--- config.mk ---
export PLATFORM = sky130hd
export DESIGN_NAME = turtle_pen_plotter_grid_core
export DESIGN_NICKNAME = d
export VERILOG_FILES = /design/src/rtl/tpp_pkg.sv /design/src/rtl/tpp_ctrl.sv /design/src/rtl/tpp_dpath.sv /design/src/rtl/turtle_pen_plotter_grid_core.sv
export SDC_FILE = /design/constraint.sdc
export NUM_CORES = 2
export LEC_CHECK = 0
export BUFFER_PORTS_ARGS = -buffer_cell sky130_fd_sc_hd__buf_4
export CAP_MARGIN = 20
export CORE_MARGIN = 3
export CORE_UTILIZATION = 50
export DETAILED_ROUTE_END_ITERATION = 12
export PLACE_DENSITY = 0.66
export SETUP_SLACK_MARGIN = 0.4
export SLEW_MARGIN = 40
export SYNTH_ARGS = -nofsm -noshare
export SYNTH_HDL_FRONTEND = slang
export SYNTH_SLANG_ARGS = --single-unit
--- constraint.sdc ---
create_clock -name clk -period 11.35 [get_ports clk]
set_clock_uncertainty 0.2 [all_clocks]
set_input_delay 2.27 -clock clk [delete_from_list [all_inputs] [get_ports clk]]
set_output_delay 2.27 -clock clk [all_outputs]
set_load 0.02 [all_outputs]
--- src/rtl/tpp_pkg.sv ---
// Shared types and constants of the turtle pen plotter grid core.
package tpp_pkg;

  localparam int ROW_IDX_W = 5;
  localparam int ROW_BITS_W = 32;
  localparam int MAX_GRID = 32;

  localparam logic [2:0] CMD_PEN_UP    = 3'd0;
  localparam logic [2:0] CMD_PEN_DOWN  = 3'd1;
  localparam logic [2:0] CMD_TURN_RGHT = 3'd2;
  localparam logic [2:0] CMD_TURN_LEFT = 3'd3;
  localparam logic [2:0] CMD_MOVE      = 3'd4;
  localparam logic [2:0] CMD_DUMP      = 3'd5;

  localparam logic [1:0] HEAD_UP    = 2'd0;
  localparam logic [1:0] HEAD_RIGHT = 2'd1;
  localparam logic [1:0] HEAD_DOWN  = 2'd2;
  localparam logic [1:0] HEAD_LEFT  = 2'd3;

  typedef struct packed {
    logic [2:0] cmd;
    logic [7:0] distance;
  } tpp_in_t;

  typedef struct packed {
    logic                  is_row;
    logic [ROW_IDX_W-1:0]  row_index;
    logic [ROW_BITS_W-1:0] row_bits;
    logic [ROW_IDX_W-1:0]  pos_row;
    logic [ROW_IDX_W-1:0]  pos_col;
    logic [1:0]            heading;
    logic                  pen_down;
    logic                  last;
  } tpp_out_t;

  // Commands from the controller to the datapath.
  typedef struct packed {
    logic                 apply;
    logic                 step;
    logic                 emit_status;
    logic                 emit_row;
    logic [ROW_IDX_W-1:0] row_idx;
    logic                 row_last;
  } tpp_ctl_t;

  // Status from the datapath to the controller.
  typedef struct packed {
    logic blocked;
  } tpp_sts_t;

endpackage

--- src/rtl/tpp_ctrl.sv ---
// Command sequencer of the turtle pen plotter grid core.
module tpp_ctrl #(
  parameter int GRID_N = 32
) (
  input  logic             clk,
  input  logic             rst_n,
  input  logic             start,
  input  tpp_pkg::tpp_in_t in_data,
  input  tpp_pkg::tpp_sts_t sts,
  output logic             busy,
  output tpp_pkg::tpp_ctl_t ctl
);
  import tpp_pkg::*;

  typedef enum logic [3:0] {
    S_IDLE = 4'b0001,
    S_MOVE = 4'b0010,
    S_DUMP = 4'b0100,
    S_FIN  = 4'b1000
  } state_t;

  state_t               state_r, state_nxt;
  logic [7:0]           cnt_r, cnt_nxt;
  logic [ROW_IDX_W-1:0] row_r, row_nxt;
  logic                 row_last;

  assign busy     = (state_r != S_IDLE);
  assign row_last = (row_r == ROW_IDX_W'(GRID_N - 1));

  always_comb begin
    state_nxt   = state_r;
    cnt_nxt     = cnt_r;
    row_nxt     = row_r;
    ctl         = '0;
    ctl.row_idx = row_r;
    case (state_r)
      S_IDLE: begin
        if (start) begin
          case (in_data.cmd)
            CMD_MOVE: begin
              cnt_nxt   = in_data.distance;
              state_nxt = S_MOVE;
            end
            CMD_DUMP: begin
              row_nxt   = '0;
              state_nxt = S_DUMP;
            end
            default: begin
              ctl.apply = 1'b1;
              state_nxt = S_FIN;
            end
          endcase
        end
      end
      S_MOVE: begin
        // The move ends when the distance runs out or the edge is reached.
        if (cnt_r == 8'd0 || sts.blocked) begin
          state_nxt = S_FIN;
        end else begin
          ctl.step = 1'b1;
          cnt_nxt  = cnt_r - 8'd1;
        end
      end
      S_DUMP: begin
        ctl.emit_row = 1'b1;
        ctl.row_last = row_last;
        if (row_last) begin
          state_nxt = S_IDLE;
        end else begin
          row_nxt = row_r + ROW_IDX_W'(1);
        end
      end
      S_FIN: begin
        ctl.emit_status = 1'b1;
        state_nxt       = S_IDLE;
      end
      default: begin
        state_nxt = S_IDLE;
      end
    endcase
  end

  always_ff @(posedge clk) begin
    if (!rst_n) begin
      state_r <= S_IDLE;
      cnt_r   <= '0;
      row_r   <= '0;
    end else begin
      state_r <= state_nxt;
      cnt_r   <= cnt_nxt;
      row_r   <= row_nxt;
    end
  end

endmodule

--- src/rtl/tpp_dpath.sv ---
// Turtle state, grid bitmap and result register of the plotter core.
module tpp_dpath #(
  parameter int GRID_N = 32
) (
  input  logic              clk,
  input  logic              rst_n,
  input  tpp_pkg::tpp_in_t  in_data,
  input  tpp_pkg::tpp_ctl_t ctl,
  output tpp_pkg::tpp_sts_t sts,
  output logic              out_valid,
  output tpp_pkg::tpp_out_t out_data
);
  import tpp_pkg::*;

  localparam int POS_W = (GRID_N > 1) ? $clog2(GRID_N) : 1;

  logic [POS_W-1:0]  row_r, row_nxt;
  logic [POS_W-1:0]  col_r, col_nxt;
  logic [1:0]        head_r, head_nxt;
  logic              pen_r, pen_nxt;
  logic [GRID_N-1:0] grid_r [GRID_N];
  logic              out_valid_r;
  tpp_out_t          out_r;

  always_comb begin
    case (head_r)
      HEAD_UP:    sts.blocked = (row_r == '0);
      HEAD_RIGHT: sts.blocked = (col_r == POS_W'(GRID_N - 1));
      HEAD_DOWN:  sts.blocked = (row_r == POS_W'(GRID_N - 1));
      default:    sts.blocked = (col_r == '0);
    endcase
  end

  always_comb begin
    row_nxt  = row_r;
    col_nxt  = col_r;
    head_nxt = head_r;
    pen_nxt  = pen_r;
    if (ctl.apply) begin
      case (in_data.cmd)
        CMD_PEN_UP:    pen_nxt  = 1'b0;
        CMD_PEN_DOWN:  pen_nxt  = 1'b1;
        CMD_TURN_RGHT: head_nxt = head_r + 2'd1;
        CMD_TURN_LEFT: head_nxt = head_r - 2'd1;
        default:       pen_nxt  = pen_r;
      endcase
    end
    // The controller only steps when the edge check is clear.
    if (ctl.step) begin
      case (head_r)
        HEAD_UP:    row_nxt = row_r - POS_W'(1);
        HEAD_RIGHT: col_nxt = col_r + POS_W'(1);
        HEAD_DOWN:  row_nxt = row_r + POS_W'(1);
        default:    col_nxt = col_r - POS_W'(1);
      endcase
    end
  end

  always_ff @(posedge clk) begin
    if (!rst_n) begin
      row_r  <= '0;
      col_r  <= '0;
      head_r <= HEAD_RIGHT;
      pen_r  <= 1'b0;
      for (int i = 0; i < GRID_N; i++) begin
        grid_r[i] <= '0;
      end
    end else begin
      row_r  <= row_nxt;
      col_r  <= col_nxt;
      head_r <= head_nxt;
      pen_r  <= pen_nxt;
      if (ctl.step && pen_r) begin
        grid_r[row_nxt][col_nxt] <= 1'b1;
      end
    end
  end

  always_ff @(posedge clk) begin
    if (!rst_n) begin
      out_valid_r <= 1'b0;
    end else begin
      out_valid_r <= ctl.emit_status || ctl.emit_row;
    end
  end

  always_ff @(posedge clk) begin
    if (ctl.emit_status || ctl.emit_row) begin
      out_r.is_row    <= ctl.emit_row;
      out_r.row_index <= ctl.emit_row ? ctl.row_idx : '0;
      out_r.row_bits  <= ctl.emit_row ?
                         ROW_BITS_W'(grid_r[ctl.row_idx[POS_W-1:0]]) : '0;
      out_r.pos_row   <= ROW_IDX_W'(row_r);
      out_r.pos_col   <= ROW_IDX_W'(col_r);
      out_r.heading   <= head_r;
      out_r.pen_down  <= pen_r;
      out_r.last      <= ctl.emit_row ? ctl.row_last : 1'b1;
    end
  end

  assign out_valid = out_valid_r;
  assign out_data  = out_r;

endmodule

--- src/rtl/turtle_pen_plotter_grid_core.sv ---
// Pen up, pen down, turn and unused commands: the status goes out through the finish state and the output register.
// Move: one cell per cycle; the steps taken (distance clamped at the edge) are
// followed by the status through the finish state and the output register.
// Dump: one row per cycle through the output register, every grid row in order, the last one marked.
// Results cannot be stalled. Synchronous reset clears the grid and the turtle state at once.
module turtle_pen_plotter_grid_core #(
  parameter int GRID_SIZE = 32
) (
  input  logic              clk,
  input  logic              rst_n,
  input  logic              start,
  output logic              busy,
  input  tpp_pkg::tpp_in_t  in_data,
  output logic              out_valid,
  output tpp_pkg::tpp_out_t out_data
);
  import tpp_pkg::*;

  localparam int GRID_N = (GRID_SIZE > MAX_GRID) ? MAX_GRID :
                          ((GRID_SIZE < 1) ? 1 : GRID_SIZE);

  tpp_ctl_t ctl;
  tpp_sts_t sts;

  tpp_ctrl #(
    .GRID_N (GRID_N)
  ) u_ctrl (
    .clk     (clk),
    .rst_n   (rst_n),
    .start   (start),
    .in_data (in_data),
    .sts     (sts),
    .busy    (busy),
    .ctl     (ctl)
  );

  tpp_dpath #(
    .GRID_N (GRID_N)
  ) u_dpath (
    .clk       (clk),
    .rst_n     (rst_n),
    .in_data   (in_data),
    .ctl       (ctl),
    .sts       (sts),
    .out_valid (out_valid),
    .out_data  (out_data)
  );

`ifndef SYNTHESIS
  // A status result is always the only result of its transaction.
  a_status_last: assert property (@(posedge clk) disable iff (!rst_n)
    out_valid && !out_data.is_row |-> out_data.last)
    else $error("status result without last");

  a_busy_after_start: assert property (@(posedge clk) disable iff (!rst_n)
    start && !busy |=> busy)
    else $error("accepted transaction did not raise busy");

  a_rows_in_order: assert property (@(posedge clk) disable iff (!rst_n)
    out_valid && out_data.is_row && !out_data.last |=>
      out_valid && out_data.is_row &&
      out_data.row_index == ROW_IDX_W'($past(out_data.row_index) + ROW_IDX_W'(1)))
    else $error("dump rows not back to back in order");

  a_gap_after_last: assert property (@(posedge clk) disable iff (!rst_n)
    out_valid && out_data.last |=> !out_valid)
    else $error("result directly after a last result");
`endif

endmodule
== After elaboration in Yosys (flattened, before gate mapping) ==
Memory sizes are Yosys's and may differ from the RTL's. A register that Yosys moved wholly into a read port is not among the register bits.
Index checks and enable logic that the tools add are counted.
Word-level totals
  input bits: 14
  output and inout bits: 54
  flip-flop bits (word level): 51
  word-level logic and storage cells: 107
  memory bits (writable): 1024
  memories: 1
Cells by class
  add/subtract/negate cells: 8
  muxes and demuxes: 37
  reductions and logical operators: 22
  order comparisons: 2
  eq/ne operators: 22
Memories
  u_dpath.grid_r: depth 32, width 32, rd ports 1, clocked after Yosys merged registers in 1, wr ports 32, line tpp_dpath.sv:21  | logic [GRID_N-1:0] grid_r [GRID_N];
Operator list (count)
  2-to-1 mux 32 bit: 3
  OR reduction 32 bit: 1
  2-to-1 mux 5 bit: 6
  case mux 5 bit (2 select lines): 3
  2-to-1 mux 8 bit: 3
  case mux 8 bit (2 select lines): 1
  adder 5 x 1 -> 5 bit (second input constant): 3
  == test 5 bit (second input constant): 3
  2-to-1 mux 1 bit: 12
  2-to-1 mux 4 bit: 3
  case mux 4 bit (3 select lines): 1
  logical NOT 5 bit: 2
  != test 2 bit (second input constant): 5
  subtractor 5 x 1 -> 5 bit (second input constant): 2
  logical NOT 8 bit: 1
  case mux 4 bit (2 select lines): 1
  AND reduction 4 bit: 2
  nonzero test 2 bit: 4
  subtractor 8 x 1 -> 8 bit (second input constant): 1
  == test 3 x 2 -> 1 bit (second input constant): 2
  == test 3 bit (second input constant): 2
  less-than comparator 5 x 6 -> 1 bit (second input constant): 1
  demux 1 bit (select 5 bit): 1
  greater-or-equal comparator 5 x 1 -> 1 bit (second input constant): 1
  22 further kinds: 27

== Logic depth before layout (Yosys ltp) ==
  depth in word-level cells: 13
  gate-level depth with buffers: 14
  gate-level depth less buffers: 11

== Cells and area by module ==
A second synthesis with hierarchy kept.
Second synthesis, totals
  cell total of the unflattened synthesis: 4266
  area total of the unflattened synthesis: 44002.2 um2
Modules (own cells, without submodules)
  tpp_dpath: cells an instance 4133, area each 42924.9 um2, seq. area each 22341.4 um2, instances 1
  tpp_ctrl: cells an instance 133, area each 1077.3 um2, seq. area each 340.3 um2, instances 1

== Least setup slack after synthesis ==
OpenSTA, ideal clock, no wires.
  path type: reg-to-reg
  from: register u_ctrl.state_r[3]
  to: register u_dpath.out_r, in the netlist u_dpath.out_data[0], enable pin
  setup time: 0.526 ns
  data required time: 10.624 ns
  clock period less this slack: 4.742 ns
  buffers on the path: 0
  arrival: 4.016 ns
  setup slack: 6.608 ns
  cell stages (with the launch flop): 3
  path through: dfxtp_1 -> xnor2_1 -> nor3_1
Between the ends
  word-level cells in the longest chain between the ends: 3
  elaborated cells on any way between the ends: 5
  those cells by class: eq/ne (2); mux (2); reduce/logical (1)
Ends and longest elaborated chain
  start: declaration: line tpp_ctrl.sv:22  | state_t state_r, state_nxt;
  start signal: assignment: line tpp_ctrl.sv:89  | state_r <= state_nxt;
  == test 4 bit / == test 4 x 3 -> 1 bit (equally long branches): line tpp_ctrl.sv:36  | case (state_r)
  2-to-1 mux 1 bit: line tpp_ctrl.sv:36
  logical OR 1 bit (*): line tpp_dpath.sv:88  | if (ctl.emit_status || ctl.emit_row) begin
  end: declaration: line tpp_dpath.sv:23  | tpp_out_t out_r;
Every way passes the cells marked *; elsewhere a longest branch is shown, timed or not.
A chain may end at the register's enable or synchronous reset.

==> key figures <==
Worst setup path
  • Crit path buf inv count: 2
  • Critical path type: reg2reg
  • Critical path arrival: 5.54 ns
  • Crit-path max cell delay: 0.71 ns
  • CP delay by family, top: compound AO/OA/AOI/OAI gates
  • Max FO, Critical Path: 23
  • Critical path endpoint category: register
  • Worst path slowest cell: o31a_1
  • CP Data Required Time: 11.73 ns
  • Crit-path cells: clkinv_1 > nor4_1 > o31a_1 > o31ai_1 > a22oi_2 > nand2_1 > buf_4 > o21ai_0
  • Startpoint types: register

Placement
  • Final GP Congestion: 0.8106
  • # port buffers: 67
  • Detailed Place HPWL: 64580 um
  • Pre-CTS setup slack: 6.013 ns

Clock tree
  • Clock sinks: 1107
  • Post-CTS setup buffers: 0
  • Post-cts resize count: 0
  • Clk slew on worst S/H paths: 0.06 ns
  • Worst-Skew Late Latency: 0.68 ns
  • CTS tree: built
  • Maximum clock path buffer count: 3
  • CTS root buffer: clkbuf_16
  • H-tree depth: 3
  • Clock buffer count from CTS: 110
  • Hold-fix buffers at CTS: 0

Detailed routing
  • Post-route ant nets: 0
  • Initial DRC Count: 3333
  • Routed WL per cell: 22.42 um
  • DRC viols: 0
  • Via/cell ratio: 6.099
  • Via count: 32.71k
  • Final Routed Wirelength: 120300 um
  • DR pass1 iterations: 6

Synth
  • Simple-Gate Fraction of Synth Area: 0.1093
  • Syn_nets: 4318
  • Ys async rst share: 0
  • Post-synthesis cell count: 4288
  • Avg Inst Size Synth: 10.21 sq um
  • Sequential area share after synthesis: 0.5181
  • XOR/XNOR share of the synthesized area: 0.002801
  • Ys flop type: dfxtp_1
  • Top cells by area, synth: dfxtp_1 (48%), mux4_2 (16%), o21ai_0 (9.0%)
  • EDFF count, synth: 52
  • Post-Syn Area: 43780 sq um
  • #FFs+latches synth: 1107
  • Post-synthesis mux area share: 0.1658
  • Total number of yosys warnings: 0
  • Synth Area in Adders: 0.004916
  • Largest family of logic cells by synthesized area: multiplexers
  • Largest area contributor in the netlist: dfxtp_1
  • Synth top area share: 0.4825
  • Complex-gate fraction of the synthesized area: 0.1570
  • Synth cell types: 64

Die
  • IO Pins: 68
  • Initial core utilization: 0.5093
  • Die width: 301.9 um
  • Full die area: 91140 sq um
  • Die height: 301.9 um
  • Row count: 107
  • Core area: 85950 sq um

Global routing
  • Largest net degree at the start of global routing: 130
  • Initial antenna violation count: 4
  • Vias in the first global route: 31.18k
  • First-pass GRT wire length: 186900 um
  • Met3 Resource Use GR: 0.03969
  • Grt peak-use layer: met2
  • Total GRT Usage: 0.2627
  • Met1 usage: 0.3733
  • Met2 Use GR: 0.4179
  • Grt total ovfl: 0

Finish
  • Synthesis-to-layout area growth: 11.91%
  • Share of cells above drive strength 1: 0.1723
  • FF/Latch Area: 22700 sq um
  • Fillers: 7356
  • Most common cell after layout, fill and taps aside: dfxtp_1
  • Commonest cells after routing, fill and taps aside: dfxtp_1 (1051), nand2_1 (1019), o21ai_0 (790)
  • Layout Nets: 4156
  • Multi-input logic area: 19530 sq um

Min path
  • Worst Hold Class: reg2reg

Timing
  • Fmax: 193.9 MHz
  • Relative slew slack: 0.4105
  • Post-layout min period: 5.159 ns
  • Slack of the critical path: 6.191 ns
  • Fin crit share: 0.4545
  • Final Setup Violations: 0
  • Fin Hold WS: 0.2452 ns
  • RSZ-0062 raised after global routing: false
  • Setup TNS: 0 ns
  • Final hold vios: 0
  • Slew Limit Fails: 0
  • Slew @ Worst Pin: 0.8812 ns

Power
  • Pwr Density: 160.4 nW/um^2
  • Peak supply drop: 0.1565 mV
  • Logic gate share of total power: 0.020
  • Reg power frac: 0.500
  • Pint: 6179 uW
  • Switching fraction of total power: 0.2135
  • Total power: 7857 uW
  • Clock network fraction of total power: 0.480
  • Leak: 0.01612 uW
  • Total net switching power: 1677 uW

Job
  • Maxcap violations: 0

Status
  • Status: complete, no violations
-- metrics by stage --
stage,cells,util,area [sq um]
after floorplan,4288,-,43780
after global placement,5139,0.5209,44770
after detailed placement,5158,0.5253,45150
after CTS,5363,0.5696,48960
after global routing,5363,0.5699,48990
final,5364,0.5700,48990
-- tightest hold or removal path, cell delays in order (launching register included) --
cell	delay, ns
dfxtp_1	0.32
nand2_1	0.05
o31ai_1	0.05
-- cell type report --
cell class	instances	share of cell area
multi-input combinational	2701	0.3987
inverter	52	0.003984
tap	1144	0.02922
clock buffer	167	0.06822
clock inverter	38	0.009476
antenna	1	0.00005108
timing repair buffer	154	0.02705
sequential	1107	0.4633
-- final timing paths --
check | endpoint | slack [ns] | depth (start not counted) | start
max | u_dpath.grid_r[29][17]$_DFF_P_ | 6.19 | 8 | u_dpath.row_r[0]$_SDFF_PN0_
min | u_dpath.grid_r[23][10]$_DFF_P_ | 0.25 | 2 | u_dpath.grid_r[23][10]$_DFF_P_
min reg2reg | u_dpath.grid_r[23][10]$_DFF_P_ | 0.25 | 2 | u_dpath.grid_r[23][10]$_DFF_P_
max reg2reg | u_dpath.grid_r[29][17]$_DFF_P_ | 6.19 | 8 | u_dpath.row_r[0]$_SDFF_PN0_
-- power by group through the flow --
stage                     clock, uW  sequential [uW]  combinational, uW
after floorplan                   0             4030               97.0
after global placement            0             4020                151
after detailed placement          0             4020                154
after CTS                      3820             3930                154
after global routing           3980             3930                169
final                          3770             3930                156
-- flip-flops by register name, summed over array words and instances (netlist names) --
signal and flops:
u_ctrl.state_r 4, u_dpath.out_valid 1, u_ctrl.cnt_r 8, u_dpath.grid_r 1024, u_dpath.row_r 5, u_dpath.col_r 5, u_dpath.pen_r 1, u_dpath.head_r 2
u_dpath.out_data 52, u_ctrl.row_r 5
-- Yosys cell counts (3+ instances only) --
library cell and count:
nor2b_1 7, o221ai_1 4, o21ai_0 790, buf_2 30, and2_1 10, a21boi_0 3, mux4_2 320, xnor2_1 10
and3_1 6, a21o_1 3, a32o_1 64, o31ai_1 193, nor3_1 11, nand2b_1 5, buf_1 48, a211oi_1 10
ha_1 14, xor2_1 4, a21oi_1 25, o211ai_1 3, edfxtp_1 52, nor4b_1 4, nand2_1 1036, clkinv_1 3
or4_1 10, o2bb2ai_1 32, or3_1 3, a22oi_1 5, a31oi_1 3, nand4_1 21, mux2i_1 3, nor4_1 15
dfxtp_1 1055, nor2_1 41, inv_1 49, nand3_1 13, clkbuf_1 350
-- routing by layer --
layer,share of wire,wire length (um)
met5,0,0
met4,0.029,3545
met2,0.47,56060
met1,0.43,51950
met3,0.072,8705
-- cells by family after synthesis --
group,Yosys count
and+or+nand+nor,1191
DFF,1107
adders and majority gates,16
xor gates and xnor gates,14
buffers and inverters,480
AOI/OAI and AO/OA,1155
muxes,325
Power figures use the tool's default switching activity.
